$ cat src/rtl/core/lei_pkg.sv
// Shared types, constants and saturating helpers for the Lorenz Euler integrator.
// Used by lei_ctrl, lei_datapath and the top level; no dependencies.
package lei_pkg;

  localparam int DATA_W        = 32;
  localparam int DT_W          = 21;
  localparam int CNT_W         = 21;
  localparam int IDX_W         = 3;
  localparam int FRAC_BITS_DEF = 20;
  localparam int RUN_LEN_RST   = 100000;

  typedef enum logic [IDX_W-1:0] {
    REG_SIGMA   = 3'd0,
    REG_BETA    = 3'd1,
    REG_RHO     = 3'd2,
    REG_DT      = 3'd3,
    REG_START_X = 3'd4,
    REG_START_Y = 3'd5,
    REG_START_Z = 3'd6,
    REG_RUN_LEN = 3'd7
  } reg_index_t;

  typedef enum logic [3:0] {
    ST_IDLE,
    ST_PREP,
    ST_M1,
    ST_M2,
    ST_M3,
    ST_M4,
    ST_M5,
    ST_M6,
    ST_FIN
  } state_t;

  // operand pair fed to the shared multiplier
  typedef enum logic [2:0] {
    MUL_NONE,
    MUL_XY,
    MUL_SIG_T1,
    MUL_X_T2,
    MUL_BETA_Z,
    MUL_DT_DX,
    MUL_DT_DY,
    MUL_DT_DZ
  } mul_sel_t;

  // what is done with the rounded product registered by the previous multiply
  typedef enum logic [2:0] {
    WB_NONE,
    WB_DZ_XY,
    WB_DX,
    WB_DY,
    WB_DZ_SUB,
    WB_X,
    WB_Y,
    WB_Z
  } wb_sel_t;

  typedef struct packed {
    logic     load;
    logic     prep;
    mul_sel_t mul_sel;
    wb_sel_t  wb_sel;
  } cmd_t;

  typedef struct packed {
    logic slot_busy;
  } stat_t;

  function automatic logic signed [DATA_W-1:0] sat32(input logic signed [63:0] v);
    logic signed [63:0] max_v;
    logic signed [63:0] min_v;
    max_v = 64'sh0000_0000_7FFF_FFFF;
    min_v = -64'sh0000_0000_8000_0000;
    if (v > max_v) begin
      return 32'sh7FFF_FFFF;
    end else if (v < min_v) begin
      return 32'sh8000_0000;
    end
    return v[DATA_W-1:0];
  endfunction

  function automatic logic signed [DATA_W-1:0] sat_add(input logic signed [DATA_W-1:0] a,
                                                       input logic signed [DATA_W-1:0] b);
    logic signed [DATA_W:0] s;
    s = {a[DATA_W-1], a} + {b[DATA_W-1], b};
    if (s[DATA_W] != s[DATA_W-1]) begin
      return s[DATA_W] ? 32'sh8000_0000 : 32'sh7FFF_FFFF;
    end
    return s[DATA_W-1:0];
  endfunction

  function automatic logic signed [DATA_W-1:0] sat_sub(input logic signed [DATA_W-1:0] a,
                                                       input logic signed [DATA_W-1:0] b);
    logic signed [DATA_W:0] s;
    s = {a[DATA_W-1], a} - {b[DATA_W-1], b};
    if (s[DATA_W] != s[DATA_W-1]) begin
      return s[DATA_W] ? 32'sh8000_0000 : 32'sh7FFF_FFFF;
    end
    return s[DATA_W-1:0];
  endfunction

endpackage

$ cat src/rtl/core/lei_ctrl.sv
// Sequencer for one Euler step: schedules the shared multiplier and write-backs.
// Depends on lei_pkg; drives lei_datapath through cmd_t, reads stat_t.
module lei_ctrl (
  input  logic           clk,
  input  logic           rst,
  input  logic           in_valid,
  output logic           in_ready,
  input  lei_pkg::stat_t stat,
  output lei_pkg::cmd_t  cmd
);
  import lei_pkg::*;

  state_t state;
  state_t state_next;

  always_ff @(posedge clk) begin
    if (rst) begin
      state <= ST_IDLE;
    end else begin
      state <= state_next;
    end
  end

  always_comb begin
    state_next  = state;
    in_ready    = 1'b0;
    cmd.load    = 1'b0;
    cmd.prep    = 1'b0;
    cmd.mul_sel = MUL_NONE;
    cmd.wb_sel  = WB_NONE;
    case (state)
      ST_IDLE: begin
        in_ready = 1'b1;
        if (in_valid) begin
          cmd.load   = 1'b1;
          state_next = ST_PREP;
        end
      end
      ST_PREP: begin
        cmd.prep    = 1'b1;
        cmd.mul_sel = MUL_XY;
        state_next  = ST_M1;
      end
      ST_M1: begin
        cmd.mul_sel = MUL_SIG_T1;
        cmd.wb_sel  = WB_DZ_XY;
        state_next  = ST_M2;
      end
      ST_M2: begin
        cmd.mul_sel = MUL_X_T2;
        cmd.wb_sel  = WB_DX;
        state_next  = ST_M3;
      end
      ST_M3: begin
        cmd.mul_sel = MUL_BETA_Z;
        cmd.wb_sel  = WB_DY;
        state_next  = ST_M4;
      end
      ST_M4: begin
        cmd.mul_sel = MUL_DT_DX;
        cmd.wb_sel  = WB_DZ_SUB;
        state_next  = ST_M5;
      end
      ST_M5: begin
        cmd.mul_sel = MUL_DT_DY;
        cmd.wb_sel  = WB_X;
        state_next  = ST_M6;
      end
      ST_M6: begin
        cmd.mul_sel = MUL_DT_DZ;
        cmd.wb_sel  = WB_Y;
        state_next  = ST_FIN;
      end
      ST_FIN: begin
        // hold the final z update until the output slot is free
        if (!stat.slot_busy) begin
          cmd.wb_sel = WB_Z;
          state_next = ST_IDLE;
        end
      end
      default: begin
        state_next = ST_IDLE;
      end
    endcase
  end

endmodule

$ cat src/rtl/core/lei_datapath.sv
// Datapath: config registers, point state, shared 32x32 multiplier with
// round/saturate stage, step counter and output register. Depends on lei_pkg.
module lei_datapath #(
  parameter int FRAC_BITS = lei_pkg::FRAC_BITS_DEF
) (
  input  logic                               clk,
  input  logic                               rst,
  input  logic                               wr_en,
  input  logic [lei_pkg::IDX_W-1:0]          wr_index,
  input  logic [lei_pkg::DATA_W-1:0]         wr_data,
  input  logic                               restart,
  input  lei_pkg::cmd_t                      cmd,
  output lei_pkg::stat_t                     stat,
  output logic                               out_valid,
  input  logic                               out_ready,
  output logic signed [lei_pkg::DATA_W-1:0]  pos_x,
  output logic signed [lei_pkg::DATA_W-1:0]  pos_y,
  output logic signed [lei_pkg::DATA_W-1:0]  pos_z,
  output logic                               last_point
);
  import lei_pkg::*;

  localparam logic signed [63:0] ONE      = 64'sd1 <<< FRAC_BITS;
  localparam logic signed [63:0] HALF     = 64'sd1 <<< (FRAC_BITS - 1);
  localparam logic signed [DATA_W-1:0] SIGMA_RST = sat32(64'sd10 * ONE);
  localparam logic signed [DATA_W-1:0] BETA_RST  = sat32((64'sd8 * ONE + 64'sd1) / 64'sd3);
  localparam logic signed [DATA_W-1:0] RHO_RST   = sat32(64'sd28 * ONE);
  localparam logic signed [DATA_W-1:0] START_RST = sat32(ONE);
  localparam logic signed [63:0]       DT_FULL   = (ONE + 64'sd500) / 64'sd1000;
  localparam logic [DT_W-1:0]          DT_RST    = DT_FULL[DT_W-1:0];
  localparam logic [CNT_W-1:0]         RUN_RST   = CNT_W'(RUN_LEN_RST);

  // configuration
  logic signed [DATA_W-1:0] sigma_gain, beta_gain, rho_gain;
  logic signed [DATA_W-1:0] start_x, start_y, start_z;
  logic [DT_W-1:0]          time_step;
  logic [CNT_W-1:0]         run_length;

  // state
  logic signed [DATA_W-1:0] cur_x, cur_y, cur_z;
  logic [CNT_W-1:0]         step_count;

  // scratch
  logic signed [DATA_W-1:0] t1, t2, dx, dy, dz;
  logic signed [63:0]       prod;

  logic signed [DATA_W-1:0] mul_a, mul_b;
  logic signed [63:0]       prod_rnd;
  logic signed [63:0]       prod_shr;
  logic signed [DATA_W-1:0] rnd;
  logic signed [DATA_W-1:0] z_new;
  logic [CNT_W-1:0]         cnt_inc;
  logic                     is_last;
  logic                     new_run;

  always_ff @(posedge clk) begin
    if (rst) begin
      sigma_gain <= SIGMA_RST;
      beta_gain  <= BETA_RST;
      rho_gain   <= RHO_RST;
      time_step  <= DT_RST;
      start_x    <= START_RST;
      start_y    <= START_RST;
      start_z    <= START_RST;
      run_length <= RUN_RST;
    end else if (wr_en) begin
      case (wr_index)
        REG_SIGMA:   sigma_gain <= wr_data;
        REG_BETA:    beta_gain  <= wr_data;
        REG_RHO:     rho_gain   <= wr_data;
        REG_DT:      time_step  <= wr_data[DT_W-1:0];
        REG_START_X: start_x    <= wr_data;
        REG_START_Y: start_y    <= wr_data;
        REG_START_Z: start_z    <= wr_data;
        REG_RUN_LEN: run_length <= wr_data[CNT_W-1:0];
        default: ;
      endcase
    end
  end

  always_comb begin
    mul_a = '0;
    mul_b = '0;
    case (cmd.mul_sel)
      MUL_XY: begin
        mul_a = cur_x;
        mul_b = cur_y;
      end
      MUL_SIG_T1: begin
        mul_a = sigma_gain;
        mul_b = t1;
      end
      MUL_X_T2: begin
        mul_a = cur_x;
        mul_b = t2;
      end
      MUL_BETA_Z: begin
        mul_a = beta_gain;
        mul_b = cur_z;
      end
      MUL_DT_DX: begin
        mul_a = $signed({{(DATA_W-DT_W){1'b0}}, time_step});
        mul_b = dx;
      end
      MUL_DT_DY: begin
        mul_a = $signed({{(DATA_W-DT_W){1'b0}}, time_step});
        mul_b = dy;
      end
      MUL_DT_DZ: begin
        mul_a = $signed({{(DATA_W-DT_W){1'b0}}, time_step});
        mul_b = dz;
      end
      default: ;
    endcase
  end

  // round to nearest, ties up: add half an lsb, then floor shift
  assign prod_rnd = prod + HALF;
  assign prod_shr = prod_rnd >>> FRAC_BITS;
  assign rnd      = sat32(prod_shr);
  assign z_new    = sat_add(cur_z, rnd);

  assign cnt_inc  = step_count + CNT_W'(1);
  assign is_last  = (cnt_inc >= run_length);
  assign new_run  = restart || (step_count == '0);

  assign stat.slot_busy = out_valid && !out_ready;

  always_ff @(posedge clk) begin
    if (cmd.mul_sel != MUL_NONE) begin
      prod <= mul_a * mul_b;
    end
    if (cmd.prep) begin
      t1 <= sat_sub(cur_y, cur_x);
      t2 <= sat_sub(rho_gain, cur_z);
    end
    case (cmd.wb_sel)
      WB_DZ_XY:  dz <= rnd;
      WB_DX:     dx <= rnd;
      WB_DY:     dy <= sat_sub(rnd, cur_y);
      WB_DZ_SUB: dz <= sat_sub(dz, rnd);
      default: ;
    endcase
  end

  always_ff @(posedge clk) begin
    if (rst) begin
      cur_x      <= START_RST;
      cur_y      <= START_RST;
      cur_z      <= START_RST;
      step_count <= '0;
    end else if (cmd.load) begin
      if (new_run) begin
        cur_x      <= start_x;
        cur_y      <= start_y;
        cur_z      <= start_z;
        step_count <= '0;
      end
    end else begin
      case (cmd.wb_sel)
        WB_X: cur_x <= sat_add(cur_x, rnd);
        WB_Y: cur_y <= sat_add(cur_y, rnd);
        WB_Z: begin
          cur_z      <= z_new;
          step_count <= is_last ? '0 : cnt_inc;
        end
        default: ;
      endcase
    end
  end

  always_ff @(posedge clk) begin
    if (rst) begin
      out_valid <= 1'b0;
    end else if (cmd.wb_sel == WB_Z) begin
      out_valid <= 1'b1;
    end else if (out_ready) begin
      out_valid <= 1'b0;
    end
  end

  always_ff @(posedge clk) begin
    if (cmd.wb_sel == WB_Z) begin
      pos_x      <= cur_x;
      pos_y      <= cur_y;
      pos_z      <= z_new;
      last_point <= is_last;
    end
  end

endmodule

$ cat src/rtl/core/lorenz_euler_integrator_core.sv
// A request runs PREP, M1 to M6 and FIN; FIN writes the result to the output register
// when it is free. Requests are taken only in IDLE; the seven products of a step go
// one by one through a single shared 32x32 multiplier and its round/saturate stage.
// A finished result waits in the output register while the next request is taken.
// Reset (synchronous, active high) loads the default coefficients and start point,
// clears the step count and empties the output register.
module lorenz_euler_integrator_core #(
  parameter int FRAC_BITS = lei_pkg::FRAC_BITS_DEF
) (
  input  logic                               clk,
  input  logic                               rst,
  input  logic                               wr_en,
  input  logic [lei_pkg::IDX_W-1:0]          wr_index,
  input  logic [lei_pkg::DATA_W-1:0]         wr_data,
  input  logic                               in_valid,
  output logic                               in_ready,
  input  logic                               restart,
  output logic                               out_valid,
  input  logic                               out_ready,
  output logic signed [lei_pkg::DATA_W-1:0]  pos_x,
  output logic signed [lei_pkg::DATA_W-1:0]  pos_y,
  output logic signed [lei_pkg::DATA_W-1:0]  pos_z,
  output logic                               last_point
);
  import lei_pkg::*;

  cmd_t  cmd;
  stat_t stat;

  lei_ctrl u_ctrl (
    .clk      (clk),
    .rst      (rst),
    .in_valid (in_valid),
    .in_ready (in_ready),
    .stat     (stat),
    .cmd      (cmd)
  );

  lei_datapath #(
    .FRAC_BITS (FRAC_BITS)
  ) u_dp (
    .clk        (clk),
    .rst        (rst),
    .wr_en      (wr_en),
    .wr_index   (wr_index),
    .wr_data    (wr_data),
    .restart    (restart),
    .cmd        (cmd),
    .stat       (stat),
    .out_valid  (out_valid),
    .out_ready  (out_ready),
    .pos_x      (pos_x),
    .pos_y      (pos_y),
    .pos_z      (pos_z),
    .last_point (last_point)
  );

  // the final commit never overwrites a result still waiting
  a_no_overwrite: assert property (@(posedge clk) disable iff (rst)
    cmd.wb_sel == WB_Z |-> !(out_valid && !out_ready))
    else $error("result committed over a pending one");

  // once a request is taken the sequencer is busy
  a_busy_after_accept: assert property (@(posedge clk) disable iff (rst)
    in_valid && in_ready |=> !in_ready)
    else $error("ready stayed high after accepting a request");

  // a result only appears at the end of a running step
  a_result_from_step: assert property (@(posedge clk) disable iff (rst)
    $rose(out_valid) |-> !$past(in_ready))
    else $error("result appeared without a step in progress");

endmodule

$ cat config.mk
export PLATFORM = sky130hd
export DESIGN_NAME = lorenz_euler_integrator_core
export DESIGN_NICKNAME = d
export VERILOG_FILES = /design/src/rtl/core/lei_pkg.sv /design/src/rtl/core/lei_ctrl.sv /design/src/rtl/core/lei_datapath.sv /design/src/rtl/core/lorenz_euler_integrator_core.sv
export SDC_FILE = /design/constraint.sdc
export NUM_CORES = 2
export LEC_CHECK = 0
export ABC_AREA = 1
export ABC_CLOCK_PERIOD_IN_PS = 9900
export BUFFER_PORTS_ARGS = -buffer_cell sky130_fd_sc_hd__buf_2
export CORE_UTILIZATION = 30
export CTS_CLUSTER_DIAMETER = 30
export CTS_CLUSTER_SIZE = 20
export DETAILED_ROUTE_END_ITERATION = 6
export GPL_ROUTABILITY_DRIVEN = 0
export SETUP_SLACK_MARGIN = 0.2
export SLEW_MARGIN = 30
export SYNTH_ARGS = -nofsm -noshare
export SYNTH_HDL_FRONTEND = slang
export SYNTH_SLANG_ARGS = --single-unit
$ cat constraint.sdc
create_clock -name clk -period 9.9 [get_ports clk]
set_input_delay 1.485 -clock clk [delete_from_list [all_inputs] [get_ports clk]]
set_output_delay 1.485 -clock clk [all_outputs]
set_load 0.01 [all_outputs]
## Yosys cells after proc, flatten, opt, wreduce, memory -nomap -nowiden

Index checks and enable logic that the tools add are counted.

- Register bits: 677
- Bits of input ports: 41
- Output and inout bits: 99
- Word-level logic and storage cells: 173

- Add/sub/neg operators: 9
- $mul: 1
- Magnitude comparators: 3
- Equal/unequal tests: 39
- Mux-type cells: 71
- Reduce and logical (&&, ||, !) cells: 26

Operator list:

| operator | number |
|---|---|
| two-way mux 32 bit | 33 |
| case mux 32 bit (7 select lines) | 1 |
| subtractor 32 x 32 -> 33 bit | 4 |
| case mux 32 bit (4 select lines) | 1 |
| adder 32 x 32 -> 33 bit | 3 |
| two-way mux 21 bit | 4 |
| adder 64 x 21 -> 64 bit, second input constant | 1 |
| multiplier 32 x 32 -> 64 bit | 1 |
| case mux 32 bit (2 select lines) | 1 |
| > comparator 44 x 32 -> 1 bit, second input constant | 1 |
| < comparator 44 x 32 -> 1 bit, second input constant | 1 |
| case mux 3 bit (7 select lines) | 2 |
| == test 3 bit, second input constant | 12 |
| case mux 4 bit (9 select lines) | 1 |
| two-way mux 1 bit | 25 |
| AND reduction 2 bit | 12 |
| adder 21 x 1 -> 21 bit, second input constant | 1 |
| >= comparator 21 bit | 1 |
| zero test 21 bit | 1 |
| == test 3 x 2 -> 1 bit, second input constant | 6 |
| == test 4 x 3 -> 1 bit, second input constant | 4 |
| nonzero test 2 bit | 5 |
| == test 3 x 1 -> 1 bit, second input constant | 3 |
| == test 4 x 2 -> 1 bit, second input constant | 2 |
| 15 further kinds | 23 |

## Depth between registers and ports, before layout

- Depth in word-level cells: 14
- Gate-level depth with buffers: 42
- Depth with buffers taken out: 38

## Hierarchy

From an unflattened synthesis, not the netlist that was laid out.

- Cells, all modules: 10518
- Area total of the unflattened synthesis: 80108.1 um^2

By module, submodules not included:

| module | instances | cells an instance | area each (um^2) |
|---|---|---|---|
| lei_datapath | 1 | 10479 | 79829.1 |
| lei_ctrl | 1 | 39 | 279.0 |

## Worst setup path before layout

Ideal clock, no wire load.

- Path type: reg2reg
- From: register u_ctrl.state[3]
- To: register u_dp.prod[61], data pin
- Library setup time: 252 ps
- Data arrival time: 8556 ps
- Data required time: 9648 ps
- Path slack: 1091 ps
- Cell stages (with the launch flop): 31
- Cell sequence: dfxtp_1 > inv_2 > nand2_1 > nor2_1 > buf_2 > buf_1 > a221oi_1 > nand2_1 > inv_1 > nor2_1 > fa_1 > fa_1 > fa_1 > fa_1 > inv_1 > fa_1 > inv_1 > fa_1 > inv_1 > fa_1 > inv_1 > fa_1 > ha_1 > a21oi_1 > o21ai_0 > a21oi_1 > o22ai_1 > a211oi_1 > nand2_1 > nand2_1 > nand2_1

- Word-level cells in the longest chain between the ends: 6
- Elaborated cells between the ends (all ways): 20
- Those cells by class: mul (1); eq/ne (14); mux (3); reduce/logical (2)

Ends and longest elaborated chain:

| element | RTL line | RTL |
|---|---|---|
| start: declaration | lei_ctrl.sv:13 | `state_t state;` |
| start signal: assignment | lei_ctrl.sv:20 | `state <= state_next;` |
| == test 4 x 3 -> 1 bit (tied with other cells) | lei_ctrl.sv:31 | `case (state)` |
| case mux 3 bit (7 select lines) * | lei_ctrl.sv:31 |  |
| == test 3 bit (tied with other cells) | lei_datapath.sv:84 | `case (cmd.mul_sel)` |
| OR reduction 3 bit (no line) / OR reduction 2 bit (equally long branches) | - |  |
| case mux 32 bit (4 select lines) | lei_datapath.sv:84 |  |
| multiplier 32 x 32 -> 64 bit * | lei_datapath.sv:131 | `prod <= mul_a * mul_b;` |
| end signal: assignment | lei_datapath.sv:131 |  |
| end: declaration | lei_datapath.sv:45 | `logic signed [63:0] prod;` |

Every way passes the cells marked *; elsewhere a longest branch is shown, timed or not.
A chain may end at the register's enable or synchronous reset.

## Final worst setup path

- From: register u_ctrl.state[3]
- To: register u_dp.prod[33], data pin

Same word-level chain as after synthesis.

==> summary.md <==
| Metric | Value |
|---|---|
| F_max | `between 100 and 150 MHz` |
| Non-Filler Instances | `~14000` |
| First-pass GRT wire length | `around 460000 um` |
| CTS Buf Count | `~160` |
| Lkg Pwr | `around 42 nW` |
| Slew margin rel. | `27.9%` |
| EDFF count, synth | `302` |
| Standard-cell rows | `approximately 190` |
| Cell taking the most area after synthesis | `fa_1` |
| GR Util met1 | `between 30% and 40%` |
| Final worst path period need | `~9.5 ns` |
| R2R cell count | `29` |
| CTS tree | `done` |
| P&R area growth vs syn | `14.3%` |
| Hold Fails Final Rpt | `0` |
| Unrepaired setup endpoints after global routing | `no` |
| Mapped Area | `between 70000 and 80000 um2` |
| Largest register FFs | `45` |
| Antenna viol nets, final | `0` |
| Root buf cell | `clkbuf_16` |
| Top cells by area in the synthesized netlist | `fa_1 28%, edfxtp_1 12%, nand2_1 11%` |
| Total power | `24.9 mW` |
| Worst vdd ir | `approximately 0.20 mV` |
| Crit-path max FO | `23` |
| Clk slew on worst S/H paths | `approximately 0.050 ns` |
| Initial antenna violation count | `15` |
| Die area | `262000 um2` |
| Setup TNS | `0 ns` |
| Reg2reg end | `u_dp.prod[33]$_DFFE_PP_` |
| Top-area cell type share of the netlist area | `between 20% and 30%` |
| Syn_nets | `11635` |
| GR Util met3 | `5.21%` |
| Hold-fix buffers at CTS | `0` |
| IO Count | `140` |
| Pwr/cell area | `around 280 nW/um2` |
| Ys async rst share | `0%` |
| Clock Tree Buf Depth | `3` |
| Post-synthesis sequential area ratio | `roughly a fifth` |
| Die Y | `between 500 and 600 um` |
| Initial DRC Count | `9002` |
| PortBufs | `about 140` |
| Yosys reg bits | `between 600 and 700` |
| HP Class | `reg -> reg` |
| Delay-heaviest family, CP | `adder cells` |
| R2R Setup Slk | `just under 0.4 ns` |
| Synth top cells by count | `2203 x nand2_1, 1751 x inv_1, 1340 x nor2_1, 1088 x fa_1, 560 x a21oi_1` |
| End point of the critical path | `u_dp.prod[33]$_DFFE_PP_` |
| DR WL/cell | `approximately 23 um` |
| Clk sinks | `around 660` |
| Worst Setup Start Kind | `register` |
| Cell with the most instances after synthesis | `nand2_1` |
| Status | `finished, violations left` |
| First-pass DRT Iterations | `7` |
| Fin crit share | `between 90% and 100%` |
| Avg Cell Area, Syn | `just under 8 um2` |
| Main synth FF type | `dfxtp_1` |
| H-tree Lvls | `4` |
| Vias in the first global route | `about 69000` |
| Via count | `approximately 71000` |
| Largest register by flop count | `u_dp.prod` |
| Classification of the worst setup path | `reg -> reg` |
| Final worst setup slack | `between 0.3 and 0.4 ns` |
| Failing checks | `design-rule violations` |
| Most numerous cell on the critical path | `fa_1` |
| Worst Setup SP | `u_ctrl.state[3]$_SDFFE_PP0P_` |
| Layout cells sized above 1 | `7.86%` |
| CP required | `roughly 10 ns` |
| Number of vias per cell | `slightly above 5` |
| Pre-CTS setup slack | `approximately 0.64 ns` |
| Yosys cell types | `57` |
| Final Skew | `approximately 0.079 ns` |
| Synth Instances | `around 10000` |
| Critical Path AT | `between 10 and 15 ns` |
| Core Area | `around 260000 um2` |
| RR Startpoint | `u_ctrl.state[3]$_SDFFE_PP0P_` |
| DP HPWL | `approximately 250000 um` |
| CP Buf/Inv Count | `7` |
| Residual DRC | `1` |
| Fillers | `between 20000 and 30000` |
| Largest net degree at the start of global routing | `112` |
| Maxcap violations | `0` |
| Final Max Slew Viols | `0` |
| Crit-path slowest cell | `nor3_2` |
| GRT Max-Usage Layer | `met2` |
| Total track usage | `23.7%` |
| Final wirelength | `~320000 um` |
| YS warnings | `0` |
| Initial Utilization | `~30%` |
| DP Cell Count | `roughly 13000` |
| Max incr delay on CP | `between 0.6 and 0.7 ns` |
| Slew @ Worst Pin | `1.08 ns` |
| Clk_lat worst skew | `a little over 0.8 ns` |
| # setup viols final | `0` |
| CP Depth | `29` |
| CP Capture Type | `register` |
| Total gr overflow | `0` |
| M2 GR Usage | `36.0%` |
| DIE WIDTH | `about 510 um` |
| Final-stage net count | `around 12000` |
-- cells by family after synthesis --
family	count (synthesis)	share of synthesized area, %
adder cells (fa/ha/maj)	1516	34.7
flip-flops	658	20.7
AND/OR/NAND/NOR	4104	21.0
XOR/XNOR	267	2.99
buffers and inverters	2187	10.8
AO/OA/AOI/OAI	1346	9.72
-- worst register-to-register path, delay by kind of cell, from the launching register on --
kind                     cells  cell delay [ns]
AND/OR/NAND/NOR              7             1.39
adder cells (fa/ha/maj)      9             4.41
XOR/XNOR                     1             0.18
flip-flops                   1             0.47
AO/OA/AOI/OAI                5             1.40
buffers and inverters        7             1.36
-- worst min-delay path by stage --
stage	slack (ns)	depth (start not counted)	start	to
floorplan	0.42	2	u_dp.start_y[20]$_SDFFE_PP1P_	u_dp.start_y[20]$_SDFFE_PP1P_
CTS	0.45	2	u_dp.sigma_gain[22]$_SDFFE_PP0P_	u_dp.sigma_gain[22]$_SDFFE_PP0P_
global route	0.46	2	u_dp.sigma_gain[4]$_SDFFE_PP0P_	u_dp.sigma_gain[4]$_SDFFE_PP0P_
detailed placement	0.44	2	u_dp.sigma_gain[22]$_SDFFE_PP0P_	u_dp.sigma_gain[22]$_SDFFE_PP0P_
global placement	0.44	2	u_dp.sigma_gain[28]$_SDFFE_PP0P_	u_dp.sigma_gain[28]$_SDFFE_PP0P_
finish	0.44	2	u_dp.sigma_gain[25]$_SDFFE_PP0P_	u_dp.sigma_gain[25]$_SDFFE_PP0P_
-- layout make-up --
| class | instances | area, um2 | area share [%] |
|---|---|---|---|
| inverters | 1788 | 6730 | 7.53 |
| multi-input cells | 7234 | 53700 | 60.1 |
| repair buffers | 386 | 2680 | 3.00 |
| well taps | 3384 | 4230 | 4.74 |
| clock buffers | 200 | 4400 | 4.93 |
| diodes | 19 | 47.5 | 0.0533 |
| flip-flops and latches | 658 | 16200 | 18.1 |
| clock inverters | 104 | 1330 | 1.49 |
-- routing by layer --
layer,up-vias,part of all wire (%),routed length (um)
met4,6,7.0,22200
met3,820,10,33100
met5,-,0.017,53
li1,31602,-,-
met1,34696,39,124000
met2,3920,43,136000
-- where the power goes --
group	switching (mW)	leakage, nW	internal, mW
Sequential	0.538	5.69	3.71
Clock	1.86	2.74	3.63
Combinational	10.5	33.3	4.59
-- what timing repair did --
item | CTS | global route
setup endpoints to repair | 0 | 3
resized for setup | 0 | 4
setup buffers | 0 | 9
-- cell usage in the layout, fill, tap and decap left out, types with 39 or more instances in the layout --
master	count
a21oi_1	558
a221oi_1	60
buf_2	139
buf_4	236
clkbuf_16	164
dfxtp_1	356
edfxtp_1	302
fa_1	1087
ha_1	428
inv_1	1745
nand2_1	2191
nand3_1	281
nand4_1	52
nor2_1	1331
nor3_1	91
o21ai_0	499
o21bai_1	39
or2_2	56
xnor2_1	65
xor2_1	202
-- through the flow --
step,cell area [um2],hold slack [ns],util [%]
6_report,89300,0.445,34.6
5_1_grt,89200,0.462,34.6
4_1_cts,89100,0.446,34.6
3_5_place_dp,83400,0.439,32.3
3_3_place_gp,83400,0.435,32.3
2_1_floorplan,78100,0.424,-
No activity file was read; power rests on OpenSTA's default activity.
